`src/sv/dmpc_pkg.sv`:
```
// ----------------------------------------------------------------------------
// dmpc_pkg
// Shared widths, codes and control types for the debounced pulse counter.
// ----------------------------------------------------------------------------
package dmpc_pkg;

    localparam int CHANNELS     = 8;
    localparam int HISTORY_BITS = 16;
    localparam int LEVEL_BITS   = 8;
    localparam int CMD_W        = 2;
    localparam int CHAN_W       = 4;
    localparam int COUNT_W      = 32;
    localparam int CFG_CNT_W    = 4;
    localparam int CFG_DATA_W   = 8;
    localparam int CFG_IDX_W    = 1;

    typedef enum logic [CMD_W-1:0] {
        CMD_POLL      = 2'd0,
        CMD_READ      = 2'd1,
        CMD_CLEAR_ONE = 2'd2,
        CMD_CLEAR_ALL = 2'd3
    } t_cmd;

    typedef enum logic [CFG_IDX_W-1:0] {
        REG_CHANNEL_COUNT  = 1'd0,
        REG_INITIAL_LEVELS = 1'd1
    } t_cfg_reg;

    typedef logic [COUNT_W-1:0]      t_count;
    typedef logic [LEVEL_BITS-1:0]   t_levels;
    typedef logic [HISTORY_BITS-1:0] t_history;

    // Per-channel control from the command decode.
    typedef struct packed {
        logic reload;      // reload history and pattern from init_level
        logic init_level;
        logic poll;        // shift in sample and check the pattern
        logic sample;
        logic clear;       // zero the count
    } t_chan_ctrl;

    // Level of a channel's line; channels without a bit read as low.
    function automatic logic level_bit(input t_levels levels, input int idx);
        t_levels sh;
        sh = levels >> idx;
        return sh[0];
    endfunction

endpackage

```
`src/sv/dmpc_channel.sv`:
```
// ----------------------------------------------------------------------------
// dmpc_channel
// One channel: level history, pattern phase and wrapping edge count.
// ----------------------------------------------------------------------------
module dmpc_channel
    import dmpc_pkg::*;
(
    input  logic       i_clk,
    input  logic       i_rst_n,
    input  t_chan_ctrl i_ctrl,
    output t_count     o_count
);

    t_history r_hist, n_hist, w_shift, w_pattern;
    logic     r_phase, n_phase;
    t_count   r_count, n_count;

    // Phase low expects one-then-zeros (0..01), phase high zero-then-ones (1..10).
    assign w_pattern = {{(HISTORY_BITS-1){r_phase}}, ~r_phase};
    assign w_shift   = {r_hist[HISTORY_BITS-2:0], i_ctrl.sample};

    always_comb begin
        n_hist  = r_hist;
        n_phase = r_phase;
        n_count = r_count;
        if (i_ctrl.reload) begin
            n_hist  = {HISTORY_BITS{i_ctrl.init_level}};
            n_phase = i_ctrl.init_level;
        end else if (i_ctrl.poll) begin
            n_hist = w_shift;
            if (w_shift == w_pattern) begin
                n_count = r_count + t_count'(1);
                n_phase = ~r_phase;
            end
        end
        if (i_ctrl.clear) begin
            n_count = '0;
        end
    end

    always_ff @(posedge i_clk) begin
        if (!i_rst_n) begin
            r_hist  <= '0;
            r_phase <= 1'b0;
            r_count <= '0;
        end else begin
            r_hist  <= n_hist;
            r_phase <= n_phase;
            r_count <= n_count;
        end
    end

    assign o_count = r_count;

endmodule

```
`src/sv/debounced_multi_channel_pulse_counter_core.sv`:
```
// ----------------------------------------------------------------------------
// debounced_multi_channel_pulse_counter_core
// Debounced edge counter over several encoder lines with poll/read/clear items.
// ----------------------------------------------------------------------------
// Each accepted item's result is registered in the result register, or in the skid while a result is
// held; state updates at the accept edge. Throughput: one item per cycle while ready is high; all
// channels update in parallel from flops. A two-entry output stage (result register plus skid) keeps input ready high
// for one stalled result; ready drops when both entries are full or in reset.
// Reset (synchronous, active low): registers zero, no channel enabled,
// histories zero, patterns one-then-zeros, counts zero, output empty.
// ----------------------------------------------------------------------------
module debounced_multi_channel_pulse_counter_core
    import dmpc_pkg::*;
(
    input  logic                  i_clk,
    input  logic                  i_rst_n,
    // configuration write port
    input  logic                  i_cfg_we,
    input  logic [CFG_IDX_W-1:0]  i_cfg_idx,
    input  logic [CFG_DATA_W-1:0] i_cfg_data,
    // input items
    input  logic                  i_in_valid,
    output logic                  o_in_ready,
    input  logic [CMD_W-1:0]      i_cmd,
    input  logic [LEVEL_BITS-1:0] i_pin_levels,
    input  logic [CHAN_W-1:0]     i_channel,
    // result items
    output logic                  o_out_valid,
    input  logic                  i_out_ready,
    output logic [COUNT_W-1:0]    o_tick_count,
    output logic                  o_channel_valid
);

    // ---------------- configuration registers ----------------
    logic [CFG_CNT_W-1:0] r_cfg_count, n_cfg_count;
    t_levels              r_init_levels, n_init_levels;

    // Any write reloads every history from the levels as they stand after it.
    always_comb begin
        n_cfg_count   = r_cfg_count;
        n_init_levels = r_init_levels;
        if (i_cfg_we) begin
            case (t_cfg_reg'(i_cfg_idx))
                REG_CHANNEL_COUNT:  n_cfg_count   = i_cfg_data[CFG_CNT_W-1:0];
                REG_INITIAL_LEVELS: n_init_levels = i_cfg_data[LEVEL_BITS-1:0];
                default:            ;
            endcase
        end
    end

    always_ff @(posedge i_clk) begin
        if (!i_rst_n) begin
            r_cfg_count   <= '0;
            r_init_levels <= '0;
        end else begin
            r_cfg_count   <= n_cfg_count;
            r_init_levels <= n_init_levels;
        end
    end

    // ---------------- handshake ----------------
    logic w_accept, w_take;
    logic r_out_valid, r_skid_valid;

    // Hold ready low in reset so no item is taken and then dropped.
    assign o_in_ready = i_rst_n & ~r_skid_valid;
    assign w_accept   = i_in_valid & o_in_ready;
    assign w_take     = r_out_valid & i_out_ready;

    // ---------------- command decode ----------------
    t_cmd                w_cmd;
    logic [CHANNELS-1:0] w_enabled;
    logic                w_chan_ok;
    t_count              w_sel_count;
    t_count              w_tick;
    t_count              w_counts [CHANNELS];
    t_chan_ctrl          w_ctrl   [CHANNELS];

    assign w_cmd = t_cmd'(i_cmd);

    // A count above CHANNELS saturates: the loop only covers real channels.
    assign w_chan_ok = (int'(i_channel) < int'(r_cfg_count)) && (int'(i_channel) < CHANNELS);

    always_comb begin
        w_sel_count = '0;
        for (int i = 0; i < CHANNELS; i++) begin
            w_enabled[i] = int'(r_cfg_count) > i;
            w_ctrl[i].reload     = i_cfg_we;
            w_ctrl[i].init_level = level_bit(n_init_levels, i);
            w_ctrl[i].sample     = level_bit(i_pin_levels, i);
            w_ctrl[i].poll       = w_accept && (w_cmd == CMD_POLL) && w_enabled[i];
            // Clear-all touches only enabled channels; disabled counts survive.
            w_ctrl[i].clear      = w_accept && w_enabled[i]
                                 && ((w_cmd == CMD_CLEAR_ALL)
                                     || ((w_cmd == CMD_CLEAR_ONE) && (int'(i_channel) == i)));
            if (int'(i_channel) == i) begin
                w_sel_count = w_counts[i];
            end
        end
        w_tick = ((w_cmd == CMD_READ) && w_chan_ok) ? w_sel_count : '0;
    end

    // ---------------- channel array ----------------
    for (genvar g = 0; g < CHANNELS; g++) begin : g_chan
        dmpc_channel u_chan (
            .i_clk   (i_clk),
            .i_rst_n (i_rst_n),
            .i_ctrl  (w_ctrl[g]),
            .o_count (w_counts[g])
        );
    end

    // ---------------- result register and skid ----------------
    t_count r_out_tick, r_skid_tick;
    logic   r_out_cv, r_skid_cv;

    // Refill the result register from the skid first, then from a new item;
    // park a new item in the skid while the result is held.
    always_ff @(posedge i_clk) begin
        if (!i_rst_n) begin
            r_out_valid  <= 1'b0;
            r_skid_valid <= 1'b0;
        end else if (w_take || !r_out_valid) begin
            r_out_valid  <= r_skid_valid | w_accept;
            r_skid_valid <= 1'b0;
        end else if (w_accept) begin
            r_skid_valid <= 1'b1;
        end
    end

    always_ff @(posedge i_clk) begin
        if (w_take || !r_out_valid) begin
            if (r_skid_valid) begin
                r_out_tick <= r_skid_tick;
                r_out_cv   <= r_skid_cv;
            end else begin
                r_out_tick <= w_tick;
                r_out_cv   <= w_chan_ok;
            end
        end else if (w_accept) begin
            r_skid_tick <= w_tick;
            r_skid_cv   <= w_chan_ok;
        end
    end

    assign o_out_valid     = r_out_valid;
    assign o_tick_count    = r_out_tick;
    assign o_channel_valid = r_out_cv;

    // ---------------- assertions ----------------
    a_skid_behind_out: assert property (@(posedge i_clk) disable iff (!i_rst_n)
        r_skid_valid |-> r_out_valid)
        else $error("skid holds an item while result register is empty");

    a_accept_gives_result: assert property (@(posedge i_clk) disable iff (!i_rst_n)
        w_accept |=> o_out_valid)
        else $error("accepted item produced no result");

    a_stall_fills_skid: assert property (@(posedge i_clk) disable iff (!i_rst_n)
        (w_accept && r_out_valid && !i_out_ready) |=> r_skid_valid)
        else $error("item accepted under stall was not parked");

    a_invalid_reads_zero: assert property (@(posedge i_clk) disable iff (!i_rst_n)
        (o_out_valid && !o_channel_valid) |-> (o_tick_count == '0))
        else $error("nonzero count for a disabled channel");

endmodule

```
`config.mk`:
```
export PLATFORM = sky130hd
export DESIGN_NAME = debounced_multi_channel_pulse_counter_core
export DESIGN_NICKNAME = d
export VERILOG_FILES = /design/src/sv/dmpc_pkg.sv /design/src/sv/dmpc_channel.sv /design/src/sv/debounced_multi_channel_pulse_counter_core.sv
export SDC_FILE = /design/constraint.sdc
export NUM_CORES = 1
export LEC_CHECK = 0
export ABC_AREA = 1
export BUFFER_PORTS_ARGS = -buffer_cell sky130_fd_sc_hd__buf_2
export CELL_PAD_IN_SITES_DETAIL_PLACEMENT = 2
export CELL_PAD_IN_SITES_GLOBAL_PLACEMENT = 2
export CORE_MARGIN = 8
export CORE_UTILIZATION = 35
export DETAILED_ROUTE_END_ITERATION = 8
export PLACE_DENSITY_LB_ADDON = 0.1
export SKIP_CTS_REPAIR_TIMING = 1
export SYNTH_ARGS = -nofsm -noshare
export SYNTH_HDL_FRONTEND = slang
export SYNTH_HIERARCHICAL = 1
export SYNTH_SLANG_ARGS = --single-unit
```
`constraint.sdc`:
```
create_clock -name i_clk -period 3.3 [get_ports i_clk]
set_input_delay 0.165 -clock i_clk [delete_from_list [all_inputs] [get_ports i_clk]]
set_output_delay 0.165 -clock i_clk [all_outputs]
set_load 0.005 [all_outputs]
```
==> results of run 1 <==
## final cells by class
cell class	count	share of cell area, %
Antenna cell	2	0.01556
Clock buffer	75	5.095
Timing Repair Buffer	110	2.287
Tap cell	1070	4.161
Inverter	419	4.927
Clock inverter	39	1.610
Sequential cell	464	30.93
Multi-Input combinational cell	3520	50.98
## state kept, by name, indices dropped and copies added (netlist names)
| name | count |
|---|---|
| r_skid_valid | 1 |
| o_channel_valid | 1 |
| r_init_levels | 8 |
| r_cfg_count | 4 |
| r_skid_cv | 1 |
| o_tick_count | 32 |
| r_skid_tick | 32 |
| g_chan.u_chan/o_count | 256 |
| g_chan.u_chan/r_hist | 120 |
| g_chan.u_chan/r_phase | 8 |
| o_out_valid | 1 |
## power by group through the flow
stage | registers, mW | clock network (mW) | logic (mW)
3_3_place_gp | 6.05 | 0 | 0.833
5_1_grt | 5.95 | 7.69 | 0.988
2_1_floorplan | 6.03 | 0 | 0.565
6_report | 5.93 | 7.28 | 0.868
4_1_cts | 5.93 | 7.49 | 0.868
3_5_place_dp | 6.06 | 0 | 0.859
## placed cells by master, fill, tap and decap left out, types with 10 or more instances in the layout
cell type	n
xnor2_1	32
nor3_1	21
o21ai_0	239
nand2_2	40
edfxtp_1	66
dlygate4sd3_1	15
nand3_1	176
nor2_4	12
inv_1	374
ha_1	11
xor2_1	88
inv_2	35
a21oi_1	243
clkinv_2	23
nand3b_1	136
bufinv_16	12
nor2_1	671
nand2_1	1633
or2_1	10
buf_2	61
clkbuf_16	61
a21oi_2	91
nor2_2	34
nand4_1	31
buf_4	32
dfxtp_1	398
## metrics by stage
| stage | total power [mW] | instance area [µm²] | utilization (%) |
|---|---|---|---|
| 3_3_place_gp | 6.883 | 29860 | 36.54 |
| 2_1_floorplan | 6.600 | 28780 | - |
| 3_5_place_dp | 6.916 | 29860 | 36.54 |
| 5_1_grt | 14.63 | 32170 | 39.37 |
| 6_report | 14.08 | 32170 | 39.37 |
| 4_1_cts | 14.30 | 32020 | 39.18 |
## logic make-up after synthesis
group           Yosys count  synth area share [%]
compound gates          597                 11.80
xor+xnor                120                 3.652
fa+ha+maj                11                0.4783
buf+inv                 580                 8.474
flops                   464                 34.58
simple gates           2792                 41.01
## layer usage
| metal | GRT usage [%] | wire, µm | share of wire [%] | vias up |
|---|---|---|---|---|
| met5 | 0 | 0 | 0 | - |
| met4 | 7.355 | 3249 | 2.9 | 0 |
| met3 | 2.304 | 3974 | 3.5 | 154 |
| met2 | 40.52 | 51980 | 46 | 415 |
| met1 | 32.84 | 53200 | 47 | 14519 |
| li1 | - | - | - | 14399 |
## worst register-to-register path, cell delays in order (launching register included)
cell      delay, ns
dfxtp_1        0.31
nor2_1         0.19
nand2_1        0.17
nor3_1         0.22
inv_1          0.17
nor2_1         0.26
inv_1          0.13
nor2_1         0.22
nand3_4        0.16
clkinv_2       0.35
buf_4          0.24
nand2_2        0.05
a21oi_2        0.10
## final timing paths
check | slack [ns] | endpoint | depth (start not counted) | startpoint
min reg2reg | 0.50 | g_chan[3].u_chan/o_count[31] | 2 | g_chan[3].u_chan/o_count[31]
min | -0.01 | g_chan[1].u_chan/r_hist[0] | 5 | i_pin_levels[1]
max | 0.69 | g_chan[7].u_chan/o_count[1] | 12 | r_skid_valid
max reg2reg | 0.69 | g_chan[7].u_chan/o_count[1] | 12 | r_skid_valid
==> results.yml, run 1 <==
status:
  status: "finished with violations"
  violations: "negative hold slack"
clock_tree:
  cts.htree.levels: 2
  clock_latency_ns: 0.65
  clock_sinks: 464
  max-clock-path-buffers: 3
  cts_tree: "built"
  clk_transition_reported_paths_ns: 0.06
  cts_buffers: 60
  cts-root-buf: "clkbuf_16"
power:
  p_sw_share_pct: 25.19
  max-vdd-ir-drop_uv: 327.3
  pwr-share-comb_pct: 6.2
  p_switching_mw: 3.548
  leakagePower_nw: 12.71
  power.density_nw_per_um2: 437.8
  clock_power_share_pct: 51.7
  pwr-share-seq_pct: 42.1
  intPower_mw: 10.54
yosys:
  synth.top_cell.area_share_pct: 27.69
  synth_edf_count: 66
  netlist_top_cells_count: "1,633 x nand2_1, 672 x nor2_1, 398 x dfxtp_1"
  synth_cell_type_count: 42
  synthArstFlopShare_pct: 0
  yosys_most_used_dff: "dfxtp_1"
  yosysWarnings: 6
  syn-cell-area_um2: 28780
  synth_area_leaders: "dfxtp_1 28%, nand2_1 21%, nor2_1 8.8%, edfxtp_1 6.9%, inv_1 4.9%"
  synth.most_common_cell: "nand2_1"
  ys_ff_latch: 464
  synth_area_leader_cell: "dfxtp_1"
  postSynthCellCount: 4564
  avgSynthCellArea_um2: 6.305
  synth_nets: 4603
  ys_seq_area_share_pct: 34.58
sta:
  setup_slack_ns: 0.6878
  fmax_mhz: 382.8
  report.final.setup_viol: 0
  skew_ns: 0.03483
  period_share_pct: 79.16
  hold_viol_final: 2
  slew_headroom_pct: 12.50
  min_period_ns: 2.612
  rsz0062_at_grt: "no"
  finalMaxSlewViolations: 0
  worst_pin_slew_ns: 1.305
  tns_ns: 0
  fin_hold_ws_ns: -0.01304
die:
  die-height_um: 302.7
  die_w_um: 302.7
  start_util_pct: 35.22
  io_pins: 63
  fp-row-count: 105
  die-area_um2: 91650
  core_area_um2: 81720
routing:
  drc: 0
  routedWlPerCell_um: 19.72
  dr.pass1.iters: 5
  wirelength_um: 112400
  vias_per_cell: 5.174
  drtIter0Drc: 1476
  vias: 29487
  drtAntennaViolNets: 0
finish:
  final_nets: 4614
  nFillCells: 10061
  drive_gt1_share_pct: 9.574
  seq_area_um2: 9950
  finalNonFillerCells: 5699
  syn_to_final_growth_pct: 11.80
  multi_input_comb_area_um2: 16400
min_path:
  min_path_type: "input port to register"
setup_path:
  path_max_fanout: 20
  worstPathCellList: "nor2_1 > nand2_1 > nor3_1 > inv_1 > nor2_1 > inv_1 > nor2_1 > nand3_4 > clkinv_2 > buf_4 > nand2_2 > a21oi_2"
  worstSetupPathType: "register to register"
  cpPeakStageDelay_ns: 0.34
  worstPathRequired_ns: 3.88
  cpMostUsedCell: "nor2_1"
  arrival_ns: 3.20
  startpoint_type: "register"
  cp_num_buf_inv: 4
  critPathSlowestCell: "clkinv_2"
  crit_family: "simple AND/OR/NAND/NOR gates"
  end_kind: "register"
grt:
  antenna_found_initial: 2
  grt_overflow: 0
  grt_pass1_vias: 31483
  grt.total_usage_pct: 24.21
  grt_max_degree: 133
  grt_first_pass_wirelength_um: 177600
placed_design:
  dp.final_hpwl_um: 83080
  post-place-cells: 5568
  place_ws_ns: 0.5335
  portBuffers: 62
  globalplace.congestion: 0.9012
flow_run:
  maxCapViolations: 0
Power figures use the tool's default switching activity.
==> run 2, diff against run 1 <==
==> constraint.sdc (replaced) <==
create_clock -name i_clk -period 2.57 [get_ports i_clk]
set_input_delay 0.1285 -clock i_clk [delete_from_list [all_inputs] [get_ports i_clk]]
set_output_delay 0.1285 -clock i_clk [all_outputs]
set_load 0.005 [all_outputs]
==> run 2 against run 1 <==
  * The flow now finishes without violations
  * Clock-buffer cell count increased by 14
  * Flip-flop and latch count is the same
  * Routed wire length increased by 3.7%
  * Utilization grew 0.74 points
  * Critical endpoint is now o_tick_count[30]
  * Via count rose by 1.6%
==> results.yml, run 2 (same netlist as run 1, synthesis figures left out) <==
status:
  status: "completed"
clock_tree:
  cts_tree: "built"
  clock_sinks: 464
  cts.htree.levels: 2
  clk_transition_reported_paths_ns: 0.06
  max-clock-path-buffers: 3
  clock_latency_ns: 0.64
  cts_buffers: 59
  cts-root-buf: "clkbuf_16"
sta:
  worst_pin_slew_ns: 1.290
  period_share_pct: 92.11
  setup_slack_ns: 0.2029
  report.final.setup_viol: 0
  hold_viol_final: 0
  slew_headroom_pct: 13.89
  finalMaxSlewViolations: 0
  min_period_ns: 2.367
  fmax_mhz: 422.5
  rsz0062_at_grt: "no"
  skew_ns: 0.02413
power:
  clock_power_share_pct: 49.3
  intPower_mw: 12.92
  pwr-share-seq_pct: 43.8
  pwr-share-comb_pct: 6.9
  p_sw_share_pct: 25.76
  power_mw: 17.41
  power.density_nw_per_um2: 531.2
  max-vdd-ir-drop_uv: 394.4
  leakagePower_nw: 13.02
  p_switching_mw: 4.486
routing:
  drtIter0Drc: 1553
  vias_per_cell: 5.214
  drc: 0
  dr.pass1.iters: 5
  drtAntennaViolNets: 0
  vias: 29965
  wirelength_um: 116600
  routedWlPerCell_um: 20.29
finish:
  layout_commonest_cell: "nand2_1"
  largest_reg_flops: 256
  seq_area_um2: 9950
  nFillCells: 10159
  multi_input_comb_area_um2: 16410
  syn_to_final_growth_pct: 13.90
  drive_gt1_share_pct: 10.63
  final_cell_mix: "1,633 x nand2_1, 669 x nor2_1, 398 x dfxtp_1, 372 x inv_1, 243 x a21oi_1"
  final_nets: 4667
grt:
  grt_max_degree: 133
  grt.total_usage_pct: 24.99
  grt_overflow: 0
  grt_pass1_vias: 32122
  grt_first_pass_wirelength_um: 182900
  antenna_found_initial: 3
min_path:
  min_path_type: "input port to register"
die:
  io_pins: 63
  die-area_um2: 91650
  die_w_um: 302.7
  die-height_um: 302.7
  core_area_um2: 81720
  fp-row-count: 105
  start_util_pct: 35.22
setup_path:
  r2r_cells: 12
  cp_num_buf_inv: 2
  path_max_fanout: 31
  ff2ff_setup_slack_ns: 0.21
  cp-endpoint: "o_tick_count[30]"
  cpPeakStageDelay_ns: 0.97
  cp_num_cells: 8
  r2r-start: "r_skid_valid"
  arrival_ns: 2.87
  worstPathRequired_ns: 3.07
  startpoint: "i_channel[1]"
  worstReg2RegEnd: "g_chan[7].u_chan/o_count[5]"
  end_kind: "register"
  critPathSlowestCell: "nor2_2"
  crit_family: "simple AND/OR/NAND/NOR gates"
  cpMostUsedCell: "nand2_1"
  startpoint_type: "input port"
  worstPathCellList: "buf_2 > nor2_2 > nand2_1 > inv_2 > nand2_1 > nand4_1 > nand3_1 > nand2_1"
  worstSetupPathType: "input port to register"
placed_design:
  place_ws_ns: -0.3301
  dp.final_hpwl_um: 87010
  globalplace.congestion: 0.8968
  portBuffers: 62
flow_run:
  maxCapViolations: 0
-- run 2: changes by cell type in the layout (fill, tap and decap cells not counted), sizes merged --
cell	before	now
buf	95	147
bufinv	12	2
clkbuf	75	89
clkinv	29	25
clkinvlp	4	2
diode	2	1
dlygate4sd3	15	17
inv	413	410
-- run 2: worst min path at each step --
stage	slack (ns)	endpoint	cells past startpoint	from
5_1_grt	0.05	r_cfg_count[0]	4	i_cfg_idx
4_1_cts	-0.25	r_init_levels[4]	3	i_cfg_data[4]
3_5_place_dp	0.44	r_init_levels[4]	3	i_cfg_data[4]
2_1_floorplan	0.25	g_chan[0].u_chan/r_phase	2	i_rst_n
6_report	0.002	r_cfg_count[2]	4	i_cfg_idx
3_3_place_gp	0.43	r_init_levels[4]	3	i_cfg_data[4]
-- run 2: power groups by stage --
stage	registers (mW)	clock network (mW)	logic, mW
floorplan	7.75	0	0.726
global placement	7.77	0	1.14
detailed placement	7.78	0	1.18
CTS	7.63	8.82	1.20
global route	7.64	9.07	1.35
finish	7.62	8.59	1.20
-- run 2: routing by layer --
layer,up-vias,part of all wire (%),GRT usage [%]
met5,-,0,0
li1,14499,-,-
met3,141,3.3,2.582
met2,385,47,42.03
met1,14940,47,33.68
met4,0,2.9,7.366
-- run 2: tightest hold or removal path, stage by stage --
cell	delay, ns
buf_2	0.13
nor2_1	0.06
inv_1	0.17
a21oi_1	0.09
-- run 2: final cells by class --
| class | count | area share [%] |
|---|---|---|
| Multi-Input combinational cell | 3520 | 50.05 |
| Sequential cell | 464 | 30.35 |
| Clock buffer | 89 | 5.539 |
| Inverter | 419 | 4.848 |
| Timing Repair Buffer | 164 | 4.604 |
| Tap cell | 1070 | 4.084 |
| Clock inverter | 20 | 0.5115 |
| Antenna cell | 1 | 0.007634 |
-- run 2: metrics by stage --
step,util [%],cell area [µm²],std cells,TNS (ns),hold slack [ns]
5_1_grt,40.11,32780,5747,0,0.04624
3_5_place_dp,37.45,30610,5619,-12.09,0.4406
4_1_cts,39.88,32590,5728,0,-0.2465
6_report,40.11,32780,5747,0,0.002421
3_3_place_gp,37.45,30610,5619,-3.004,0.4339
2_1_floorplan,-,28780,4564,0,0.2514
